==> src/hdl/gsm_pkg.sv <==
// shared types and constants for the golden-section mppt step core
// no dependencies; used by golden_section_mppt_step_core

package gsm_pkg;

    // golden ratio fraction, unsigned q0.16
    localparam logic [15:0] PHI_Q16 = 16'd40503;

    localparam logic [15:0] START_LOW_RESET  = 16'd0;
    localparam logic [15:0] START_HIGH_RESET = 16'd65535;

    // configuration register indexes
    localparam logic CFG_START_LOW  = 1'b0;
    localparam logic CFG_START_HIGH = 1'b1;

    // search phases
    localparam logic [1:0] PH_START    = 2'd0;
    localparam logic [1:0] PH_SECOND   = 2'd1;
    localparam logic [1:0] PH_CONV_RHS = 2'd2;
    localparam logic [1:0] PH_CONV_LHS = 2'd3;

    typedef enum logic [4:0] {
        ST_IDLE   = 5'b00001,
        ST_POWER  = 5'b00010,
        ST_DECIDE = 5'b00100,
        ST_OFFSET = 5'b01000,
        ST_PLACE  = 5'b10000
    } seq_state_t;

endpackage

==> src/hdl/golden_section_mppt_step_core.sv <==
// golden-section maximum power point tracker, one step per measurement item
// depends on gsm_pkg for constants and the sequencer state type
//
// result registered after the power, decide, offset and place states; place holds while a previous result is stalled
// a new item is taken only in idle, after the last result is placed; one 16x16
//   multiplier serves both the power product and the probe offset, each taking one pass
// reset (rst_n, async): phase 0, bracket and probes at the register reset values

module golden_section_mppt_step_core (
    input  logic        clk,
    input  logic        rst_n,
    // configuration
    input  logic        cfg_we,
    input  logic        cfg_index,
    input  logic [15:0] cfg_data,
    // input items
    input  logic        s_tvalid,
    output logic        s_tready,
    input  logic [31:0] s_tdata,   // array_voltage[15:0], array_current[31:16]
    input  logic        s_tuser,   // restart
    // result items
    output logic        m_tvalid,
    input  logic        m_tready,
    output logic [23:0] m_tdata    // reference_voltage[15:0], search_phase[17:16]
);

    gsm_pkg::seq_state_t state_reg, state_next;

    logic [15:0] start_low_reg;
    logic [15:0] start_high_reg;

    logic [15:0] volt_reg;
    logic [15:0] curr_reg;
    logic        restart_reg;

    logic [1:0]  phase_reg;
    logic [15:0] bracket_low_reg;
    logic [15:0] bracket_high_reg;
    logic [15:0] left_probe_reg;
    logic [15:0] right_probe_reg;
    logic [31:0] left_power_reg;
    logic [31:0] right_power_reg;
    logic        place_left_reg;

    logic [31:0] prod_reg;
    logic [15:0] mul_a;
    logic [15:0] mul_b;
    logic [15:0] span;

    logic        m_tvalid_reg;
    logic [15:0] m_vref_reg;
    logic [1:0]  m_phase_reg;

    logic        out_free;
    logic [31:0] lp_eff;
    logic [31:0] rp_eff;
    logic [15:0] new_probe;

    assign s_tready = (state_reg == gsm_pkg::ST_IDLE);
    assign m_tvalid = m_tvalid_reg;
    assign m_tdata  = {6'd0, m_phase_reg, m_vref_reg};
    assign out_free = !m_tvalid_reg || m_tready;

    // inverted bracket gives a zero span, so the probes land on the bounds
    assign span = (bracket_high_reg >= bracket_low_reg) ?
                  (bracket_high_reg - bracket_low_reg) : 16'd0;

    // shared multiplier operand select
    always_comb
    begin
        if (state_reg == gsm_pkg::ST_OFFSET)
        begin
            mul_a = span;
            mul_b = gsm_pkg::PHI_Q16;
        end
        else
        begin
            mul_a = volt_reg;
            mul_b = curr_reg;
        end
    end

    // powers as seen after recording the newest probe
    assign lp_eff = (phase_reg == gsm_pkg::PH_CONV_LHS) ? prod_reg : left_power_reg;
    assign rp_eff = (phase_reg == gsm_pkg::PH_CONV_RHS) ? prod_reg : right_power_reg;

    assign new_probe = place_left_reg ? (bracket_high_reg - prod_reg[31:16])
                                      : (bracket_low_reg + prod_reg[31:16]);

    always_comb
    begin
        state_next = state_reg;
        case (state_reg)
            gsm_pkg::ST_IDLE:
            begin
                if (s_tvalid)
                    state_next = gsm_pkg::ST_POWER;
            end
            gsm_pkg::ST_POWER:  state_next = gsm_pkg::ST_DECIDE;
            gsm_pkg::ST_DECIDE: state_next = gsm_pkg::ST_OFFSET;
            gsm_pkg::ST_OFFSET: state_next = gsm_pkg::ST_PLACE;
            gsm_pkg::ST_PLACE:
            begin
                if (out_free)
                    state_next = gsm_pkg::ST_IDLE;
            end
            default: state_next = gsm_pkg::ST_IDLE;
        endcase
    end

    always_ff @(posedge clk or negedge rst_n)
    begin
        if (!rst_n)
        begin
            state_reg        <= gsm_pkg::ST_IDLE;
            start_low_reg    <= gsm_pkg::START_LOW_RESET;
            start_high_reg   <= gsm_pkg::START_HIGH_RESET;
            phase_reg        <= gsm_pkg::PH_START;
            bracket_low_reg  <= gsm_pkg::START_LOW_RESET;
            bracket_high_reg <= gsm_pkg::START_HIGH_RESET;
            left_probe_reg   <= gsm_pkg::START_LOW_RESET;
            right_probe_reg  <= gsm_pkg::START_HIGH_RESET;
            left_power_reg   <= 32'd0;
            right_power_reg  <= 32'd0;
            place_left_reg   <= 1'b1;
            m_tvalid_reg     <= 1'b0;
        end
        else
        begin
            state_reg <= state_next;

            if (cfg_we)
            begin
                if (cfg_index == gsm_pkg::CFG_START_LOW)
                    start_low_reg <= cfg_data;
                else
                    start_high_reg <= cfg_data;
            end

            if (state_reg == gsm_pkg::ST_PLACE && out_free)
                m_tvalid_reg <= 1'b1;
            else if (m_tready)
                m_tvalid_reg <= 1'b0;

            case (state_reg)
                gsm_pkg::ST_POWER:
                begin
                    if (restart_reg)
                    begin
                        phase_reg        <= gsm_pkg::PH_START;
                        bracket_low_reg  <= start_low_reg;
                        bracket_high_reg <= start_high_reg;
                        left_probe_reg   <= start_low_reg;
                        right_probe_reg  <= start_high_reg;
                        left_power_reg   <= 32'd0;
                        right_power_reg  <= 32'd0;
                    end
                end
                gsm_pkg::ST_DECIDE:
                begin
                    case (phase_reg)
                        gsm_pkg::PH_START:
                        begin
                            place_left_reg <= 1'b1;
                            phase_reg      <= gsm_pkg::PH_SECOND;
                        end
                        gsm_pkg::PH_SECOND:
                        begin
                            left_power_reg <= prod_reg;
                            place_left_reg <= 1'b0;
                            phase_reg      <= gsm_pkg::PH_CONV_RHS;
                        end
                        default:
                        begin
                            if (lp_eff > rp_eff)
                            begin
                                bracket_high_reg <= right_probe_reg;
                                right_probe_reg  <= left_probe_reg;
                                left_power_reg   <= lp_eff;
                                right_power_reg  <= lp_eff;
                                place_left_reg   <= 1'b1;
                                phase_reg        <= gsm_pkg::PH_CONV_LHS;
                            end
                            else
                            begin
                                // equal powers fall here and move the left bound
                                bracket_low_reg <= left_probe_reg;
                                left_probe_reg  <= right_probe_reg;
                                left_power_reg  <= rp_eff;
                                right_power_reg <= rp_eff;
                                place_left_reg  <= 1'b0;
                                phase_reg       <= gsm_pkg::PH_CONV_RHS;
                            end
                        end
                    endcase
                end
                gsm_pkg::ST_PLACE:
                begin
                    if (out_free)
                    begin
                        if (place_left_reg)
                            left_probe_reg <= new_probe;
                        else
                            right_probe_reg <= new_probe;
                    end
                end
                default:
                begin
                end
            endcase
        end
    end

    // payload registers
    always_ff @(posedge clk)
    begin
        if (s_tvalid && s_tready)
        begin
            volt_reg    <= s_tdata[15:0];
            curr_reg    <= s_tdata[31:16];
            restart_reg <= s_tuser;
        end

        if (state_reg == gsm_pkg::ST_POWER || state_reg == gsm_pkg::ST_OFFSET)
            prod_reg <= {16'd0, mul_a} * {16'd0, mul_b};

        if (state_reg == gsm_pkg::ST_PLACE && out_free)
        begin
            m_vref_reg  <= new_probe;
            m_phase_reg <= phase_reg;
        end
    end

endmodule
==> config.mk <==
export PLATFORM = sky130hd
export DESIGN_NAME = golden_section_mppt_step_core
export DESIGN_NICKNAME = d
export VERILOG_FILES = /design/src/hdl/gsm_pkg.sv /design/src/hdl/golden_section_mppt_step_core.sv
export SDC_FILE = /design/constraint.sdc
export NUM_CORES = 1
export LEC_CHECK = 0
export ABC_CLOCK_PERIOD_IN_PS = 13200
export BUFFER_PORTS_ARGS = -buffer_cell sky130_fd_sc_hd__buf_2
export CORE_UTILIZATION = 60
export CTS_CLUSTER_SIZE = 12
export DETAILED_ROUTE_END_ITERATION = 16
export PLACE_DENSITY = 0.78
export SLEW_MARGIN = 20
export SYNTH_ARGS = -nofsm -noshare
export SYNTH_HDL_FRONTEND = slang
export SYNTH_SLANG_ARGS = --single-unit
==> constraint.sdc <==
create_clock -name clk -period 13.2 [get_ports clk]
set_input_delay 1.98 -clock clk [delete_from_list [all_inputs] [get_ports clk]]
set_output_delay 1.98 -clock clk [all_outputs]
set_load 0.02 [all_outputs]
== Word-level counts from Yosys, hierarchy flattened ==
Index checks and enable logic that the tools add are counted.

* Register bits: 252
* Input bits: 55
* Output and inout port bits: 26
* Logic and storage cells: 101

* Add/sub/neg operators: 3
* Multiply operators: 1
* $lt $le $gt $ge: 2
* Equality and inequality tests: 17
* Multiplexer cells: 39
* Bitwise logic cells: 1
* Reduce and logical (&&, ||, !) cells: 20

{| class="wikitable"
|+ Operators by type and width
! operator !! count
|-
| $mux W16 || 16
|-
| $pmux W32 S2 || 3
|-
| $mux W32 || 5
|-
| $pmux W16 S3 || 2
|-
| $pmux W16 S2 || 2
|-
| $gt A32 B32 Y1 || 1
|-
| $mul A16 B16 Y32 || 1
|-
| $sub A16 B16 Y16 || 2
|-
| $pmux W5 S5 || 1
|-
| $ne A2 B2 Y1 const B || 9
|-
| $add A16 B16 Y16 || 1
|-
| $ge A16 B16 Y1 || 1
|-
| $mux W5 || 2
|-
| $reduce_and A5 Y1 || 2
|-
| $pmux W2 S2 || 2
|-
| $reduce_and A2 Y1 || 4
|-
| $reduce_and A4 Y1 || 2
|-
| $reduce_and A3 Y1 || 2
|-
| $eq A5 B1 Y1 const B || 1
|-
| $eq A5 B2 Y1 const B || 1
|-
| $eq A5 B3 Y1 const B || 1
|-
| $eq A5 B4 Y1 const B || 1
|-
| $eq A5 B5 Y1 const B || 1
|-
| $eq A2 B2 Y1 const B || 2
|-
| other kinds (12) || 18
|}

== Depth between registers and ports, before layout ==
Gate-level depths: netlist of the first run.

* Depth after elaboration: 6
* Gate-level depth with buffers: 35
* Mapped depth without buffers: 34

== Least setup slack after synthesis of the first run ==
Ideal clock, no wire load.

* Kind: flip-flop to flip-flop
* From: reg bracket_high_reg[0]
* To: reg prod_reg[31] (data pin)
* Library setup time: 0.260 ns
* Data arrival time: 7.570 ns
* Setup slack: 5.370 ns
* Cell stages (with the launch flop): 33
* Path buffers: 0
* Clock period less this slack: 7.830 ns
* Path through: dfstp_2 > inv_1 > ha_1 > inv_1 > fa_1 > a21o_1 > a21oi_2 > o21bai_1 > a2111o_1 > a31oi_1 > o21ai_0 > xnor2_1 > o21ai_1 > nand2_1 > fa_1 > fa_1 > inv_1 > fa_1 > fa_1 > fa_1 > inv_1 > fa_1 > inv_1 > ha_1 > and3_1 > nand3_1 > a211oi_1 > a21oi_1 > a21oi_1 > o31a_1 > a311oi_1 > o21bai_1 > xnor2_1

* Cells in the longest elaborated chain, start to end: 4

{| class="wikitable"
|+ RTL lines
! what !! RTL line !! RTL
|-
| start: declaration || golden_section_mppt_step_core.sv:38 || <nowiki>logic [15:0] bracket_high_reg;</nowiki>
|-
| start signal: assignment || golden_section_mppt_step_core.sv:120 || <nowiki>bracket_high_reg <= gsm_pkg::START_HIGH_RESET;</nowiki>
|-
| start signal: assignment || golden_section_mppt_step_core.sv:152 || <nowiki>bracket_high_reg <= start_high_reg;</nowiki>
|-
| start signal: assignment || golden_section_mppt_step_core.sv:177 || <nowiki>bracket_high_reg <= right_probe_reg;</nowiki>
|-
| $sub A16 B16 Y16 / $ge A16 B16 Y1 (equally long branches) || golden_section_mppt_step_core.sv:66, golden_section_mppt_step_core.sv:65 ||
|-
| $mux W16 (*) || golden_section_mppt_step_core.sv:65 || <nowiki>assign span = (bracket_high_reg >= bracket_low_reg) ?</nowiki>
|-
| $mux W16 (*) || golden_section_mppt_step_core.sv:71 || <nowiki>if (state_reg == gsm_pkg::ST_OFFSET)</nowiki>
|-
| $mul A16 B16 Y32 (*) || golden_section_mppt_step_core.sv:225 || <nowiki>prod_reg <= {16'd0, mul_a} * {16'd0, mul_b};</nowiki>
|-
| end signal: assignment || golden_section_mppt_step_core.sv:225 ||
|-
| end: declaration || golden_section_mppt_step_core.sv:45 || <nowiki>logic [31:0] prod_reg;</nowiki>
|}

Mark *: on every way between the ends. The rest lies on a longest branch, timed or not.
A chain may end at the register's enable or synchronous reset.

== Final worst setup path of the first run ==
* From: reg bracket_high_reg[0]
* To: reg prod_reg[24] (data pin)

Same word-level chain as after synthesis.

==> results of run 1 <==
-- cells by family after synthesis --
logic type / after synthesis / share of synthesized area, %
AO/OA/AOI/OAI: 602 / 17.88
other: 1 / 0.01635
XOR/XNOR: 65 / 2.483
adder cells (fa/ha/maj): 379 / 27.13
flip-flops: 252 / 29.59
buffers and inverters: 385 / 6.619
multiplexers: 89 / 4.202
AND/OR/NAND/NOR: 580 / 12.09
-- worst max-delay path, delay by kind of cell, from the launching register on --
family	cells	cell delay, ns
adder cells (fa/ha/maj)	9	3.90
AO/OA/AOI/OAI	13	2.65
AND/OR/NAND/NOR	4	1.41
flip-flops	1	0.37
XOR/XNOR	1	0.08
buffers and inverters	6	0.34
-- synth_stat cells (54+ instances only) --
cell,instances
a21o_1,93
a21oi_1,164
and3_1,58
clkbuf_1,78
dfrtp_1,119
edfxtp_1,83
fa_1,197
ha_1,182
inv_1,267
mux2_2,54
nand2_1,231
nor2_1,127
o21ai_0,92
-- per-stage QoR --
step	utilization [%]	instances
6_report	65.22	2896
5_1_grt	65.22	2896
4_1_cts	65.21	2896
3_5_place_dp	62.71	2844
3_3_place_gp	62.71	2844
2_1_floorplan	-	2358
-- cell type report --
type                       count  area share (%)
multi-input combinational   1721           59.78
sequential                   252           27.62
inverter                     269           4.110
clock buffer                  46           3.413
tap                          511           2.603
timing repair buffer          91           2.053
clock inverter                 6          0.4279
-- per-layer routing --
layer	GRT usage, %	part of all wire [%]
met2	52.22	45
met3	4.951	8.5
met5	0	0
met4	11.77	3.4
met1	46.19	43
-- worst paths after layout --
check | from | end | slack (ns) | cells past startpoint
setup / recovery | bracket_high_reg[0]$_DFFE_PN1P_ | prod_reg[24]$_DFFE_PP_ | 4.17 | 33
hold / removal | right_probe_reg[13]$_DFFE_PN1P_ | bracket_high_reg[13]$_DFFE_PN1P_ | 0.50 | 2
setup reg to reg | bracket_high_reg[0]$_DFFE_PN1P_ | prod_reg[24]$_DFFE_PP_ | 4.17 | 33
hold reg to reg | right_probe_reg[13]$_DFFE_PN1P_ | bracket_high_reg[13]$_DFFE_PN1P_ | 0.50 | 2
max in group asynchronous | rst_n | left_power_reg[5]$_DFFE_PN0P_ | 10.16 | 2
min in group asynchronous | rst_n | start_low_reg[15]$_DFFE_PN0P_ | 1.49 | 1
==> run_results.csv, run 1 <==
group,metric,value,unit
run_status,status,"completed",
sta,slew-limit-headroom,25.86,%
detailed_routing,firstDrtPassIters,5,
die,fp.dieW,197.5,um
layout,multiInputGateArea,14680,sq um
worst_hold_path,hold_path.class,"reg2reg",
layout,final_cell_mix,"inv_1 (267), nand2_1 (230), fa_1 (197)",
clock_tree,postCtsHoldBufs,0,
sta,drv_slew,0,
setup_path,setup.worst_path.end_class,"register",
clock_tree,clk_latency,0.59,ns
die,die_area,39000,sq um
clock_tree,cts_resized,0,
synth,yosys_warnings,0,
layout,n_antenna_cell,0,
flow_run,cap_violations,0,
sta,fin_crit_sh,68.39,%
global_routing,grt_pass1_vias,17940,
clock_tree,h-tree-depth,1,
sta,max_slew.worst_pin.slew,1.112,ns
setup_path,crit_fanout,14,
clock_tree,root_buffer,"clkbuf_16",
die,core_region_area,37670,sq um
detailed_routing,drc_errors,0,
detailed_routing,drtIter0Drc,1653,
clock_tree,cts_tree,"done",
layout,seq_area,6784,sq um
sta,whs,0.4960,ns
setup_path,critical_path.slowest_cell,"fa_1",
synth,ys_types,84,
detailed_routing,vias,18110,
synth,syn_avg_cell_area,9.745,sq um
clock_tree,cts_buffers,28,
setup_path,required,13.51,ns
setup_path,worstPathArrival,9.34,ns
sta,fin_skew,0.03886,ns
die,rows,71,
detailed_routing,antenna_left,0,
layout,final_area,24560,sq um
global_routing,grt_usage,32.98,%
clock_tree,cts_sinks,252,
detailed_routing,wire_per_inst,21.83,um
synth,syn_area,22930,sq um
synth,yosysSeqAreaShare,29.59,%
sta,fmax,110.8,MHz
placed_design,gp_congestion,0.9433,
synth,synth_flop_cell,"dfrtp_1",
sta,setup_tns,0,ns
synth,synth_edf_count,83,
sta,hold_violations,0,
detailed_routing,totalWireLength,63210,um
synth,async_flop_share,67.06,%
placed_design,pre_cts_slack,4.343,ns
placed_design,place.detailed.hpwl,47200,um
sta,setup_viol,0,
placed_design,dpl_cell_area,23620,sq um
clock_tree,clkSlewWorstSetupHoldPaths,0.06,ns
layout,final_common_cell,"inv_1",
layout,layout-drive-gt1-share,11.53,%
die,die_h,197.5,um
synth,synth_area_leaders,"fa_1 (17%), dfrtp_1 (13%), edfxtp_1 (11%), ha_1 (9.9%), dfstp_2 (5.7%)",
setup_path,path_class,"reg2reg",
sta,rsz0062_at_grt,"false",
synth,synth-seq-cells,252,
setup_path,cp_slowest_stage_delay,0.55,ns
synth,synth_cells,2353,
layout,final_nets,2797,
synth,synth_top_cell_by_area,"fa_1",
clock_tree,post-cts-setup-buffers,0,
sta,worst_slack,4.173,ns
placed_design,io_buffers,74,
die,start_util,60.88,%
clock_tree,cts_buffer_depth,3,
global_routing,grt_pass1_wl,99020,um
setup_path,cp-start-kind,"register",
global_routing,grt_max_degree,101,
setup_path,crit_path_frequent_cell,"fa_1",
layout,syn_to_final_growth,7.132,%
die,ioPinCount,81,
synth,yosysTopAreaCellShare,17.20,%
sta,timing.final.crit_period,9.027,ns
layout,final.fill_count,3138,
global_routing,gr-total-overflow,0,
detailed_routing,viasPerCell,6.253,
global_routing,antenna_found_initial,0,
Power of run 1 is left out: the tool's default activity adds up to more than one toggle a clock period on the data nets, which glitch-free logic cannot reach.
==> inputs of run 2 (changes only) <==
--- a/config.mk
+++ b/config.mk
@@ -5,7 +5,7 @@
 export SDC_FILE = /design/constraint.sdc
 export NUM_CORES = 1
 export LEC_CHECK = 0
-export ABC_CLOCK_PERIOD_IN_PS = 13200
+export ABC_CLOCK_PERIOD_IN_PS = 9100
 export BUFFER_PORTS_ARGS = -buffer_cell sky130_fd_sc_hd__buf_2
 export CORE_UTILIZATION = 60
 export CTS_CLUSTER_SIZE = 12
==> constraint.sdc (replaced) <==
create_clock -name clk -period 9.1 [get_ports clk]
set_input_delay 1.365 -clock clk [delete_from_list [all_inputs] [get_ports clk]]
set_output_delay 1.365 -clock clk [all_outputs]
set_load 0.02 [all_outputs]
==> run 2 against run 1 <==
Effect of this change:
- sequential share of layout area decreased by 0.099 points
- final cell count grew 0.35%
- critical path depth fell by 1
- largest cell class unchanged
- highest routed layer unchanged
==> run_results.csv, run 2 (synthesis gave the netlist of run 1 again) <==
group,metric,value,unit
run_status,status,"completed",
setup_path,cp.depth,32,
sta,rsz0062_at_grt,"false",
setup_path,worstPathArrival,9.00,ns
die,die_h,197.5,um
setup_path,crit_fanout,14,
setup_path,cp_top_family,"adder cells",
clock_tree,cts_tree,"done",
layout,final_area,24650,sq um
detailed_routing,viasPerCell,6.209,
sta,slew-limit-headroom,25.32,%
setup_path,critical_path.slowest_cell,"nor2_1",
placed_design,place.detailed.hpwl,47500,um
setup_path,cp_slowest_stage_delay,0.67,ns
setup_path,cp-start-kind,"register",
sta,fmax,115.4,MHz
clock_tree,cts_sinks,252,
setup_path,path_class,"reg2reg",
sta,drv_slew,0,
setup_path,path_buf_inv,5,
clock_tree,cts_buffers,28,
sta,max_slew.worst_pin.slew,1.119,ns
detailed_routing,antenna_left,0,
global_routing,gr-total-overflow,0,
placed_design,io_buffers,74,
placed_design,gp_congestion,0.9893,
clock_tree,postCtsHoldBufs,0,
clock_tree,clkSlewWorstSetupHoldPaths,0.06,ns
die,start_util,60.88,%
detailed_routing,drtIter0Drc,1557,
setup_path,crit_path_frequent_cell,"fa_1",
layout,multiInputGateArea,14720,sq um
die,fp.dieW,197.5,um
setup_path,r2r_cells,32,
placed_design,dpl_cell_area,23700,sq um
layout,final_common_cell,"inv_1",
sta,fin_skew,0.02194,ns
die,ioPinCount,81,
layout,n_antenna_cell,0,
sta,fin_crit_sh,95.20,%
clock_tree,post-cts-setup-buffers,0,
setup_path,setup.worst_path.end_class,"register",
die,core_region_area,37670,sq um
sta,worst_slack,0.4370,ns
die,die_area,39000,sq um
clock_tree,cts_buffer_depth,3,
global_routing,antenna_found_initial,0,
clock_tree,clk_latency,0.59,ns
layout,syn_to_final_growth,7.519,%
sta,hold_violations,0,
worst_hold_path,hold_path.class,"reg2reg",
placed_design,pre_cts_slack,0.1883,ns
layout,final_cell_mix,"inv_1 (267), nand2_1 (229), fa_1 (197)",
layout,final.fill_count,3116,
flow_run,cap_violations,0,
layout,final_nets,2807,
clock_tree,h-tree-depth,1,
detailed_routing,drc_errors,0,
detailed_routing,wire_per_inst,21.59,um
sta,setup_tns,0,ns
layout,layout-drive-gt1-share,12.19,%
die,rows,71,
global_routing,grt_usage,32.93,%
detailed_routing,totalWireLength,62730,um
global_routing,grt_max_degree,102,
clock_tree,root_buffer,"clkbuf_16",
global_routing,grt_pass1_wl,99370,um
layout,seq_area,6784,sq um
global_routing,grt_pass1_vias,18060,
detailed_routing,vias,18040,
setup_path,required,9.43,ns
sta,timing.final.crit_period,8.663,ns
detailed_routing,firstDrtPassIters,6,
sta,setup_viol,0,
worst_hold_path,hold-path-cell-count,2,
run 2: worst paths after layout:
path / start / to / slack [ns]
worst max-delay path: bracket_high_reg[0]$_DFFE_PN1P_ / prod_reg[24]$_DFFE_PP_ / 0.44
worst max register to register: bracket_high_reg[0]$_DFFE_PN1P_ / prod_reg[24]$_DFFE_PP_ / 0.44
worst min-delay path: start_high_reg[12]$_DFFE_PN1P_ / bracket_high_reg[12]$_DFFE_PN1P_ / 0.49
worst min register to register: start_high_reg[12]$_DFFE_PN1P_ / bracket_high_reg[12]$_DFFE_PN1P_ / 0.49
min in group asynchronous: rst_n / left_probe_reg[11]$_DFFE_PN0P_ / 0.86
max in group asynchronous: rst_n / right_power_reg[16]$_DFFE_PN0P_ / 6.71
run 2: layer usage:
metal  track usage [%]  wire length, um
met5                 0                0
met4             13.72             2646
met3             5.737             5252
met2             51.13            28260
met1             45.69            26580
run 2: layout make-up:
class	count	share of cell area (%)
clock buffer	44	3.456
sequential	252	27.52
inverter	269	4.096
multi-input combinational	1721	59.71
timing repair buffer	101	2.350
tap	511	2.593
clock inverter	8	0.2791
run 2: repair_timing:
item / CTS / global route
hold endpoints to repair: 0 / 0
endpoints found under the setup margin: 0 / 11
gates resized for setup: 0 / 8
run 2: stage by stage:
stage | util, % | hold slack [ns] | cells
after floorplan | - | 0.4196 | 2358
after global placement | 62.91 | 0.4840 | 2854
after detailed placement | 62.91 | 0.4907 | 2854
after CTS | 65.35 | 0.4948 | 2906
after global routing | 65.45 | 0.5198 | 2906
final | 65.45 | 0.4920 | 2906
run 2: worst min-delay path, delay by kind of cell, from the launching register on:
family,cells,cell delay [ns]
AND/OR/NAND/NOR,1,0.05
AO/OA/AOI/OAI,1,0.07
flip-flops,1,0.37
Power of run 2 is left out for the same reason.
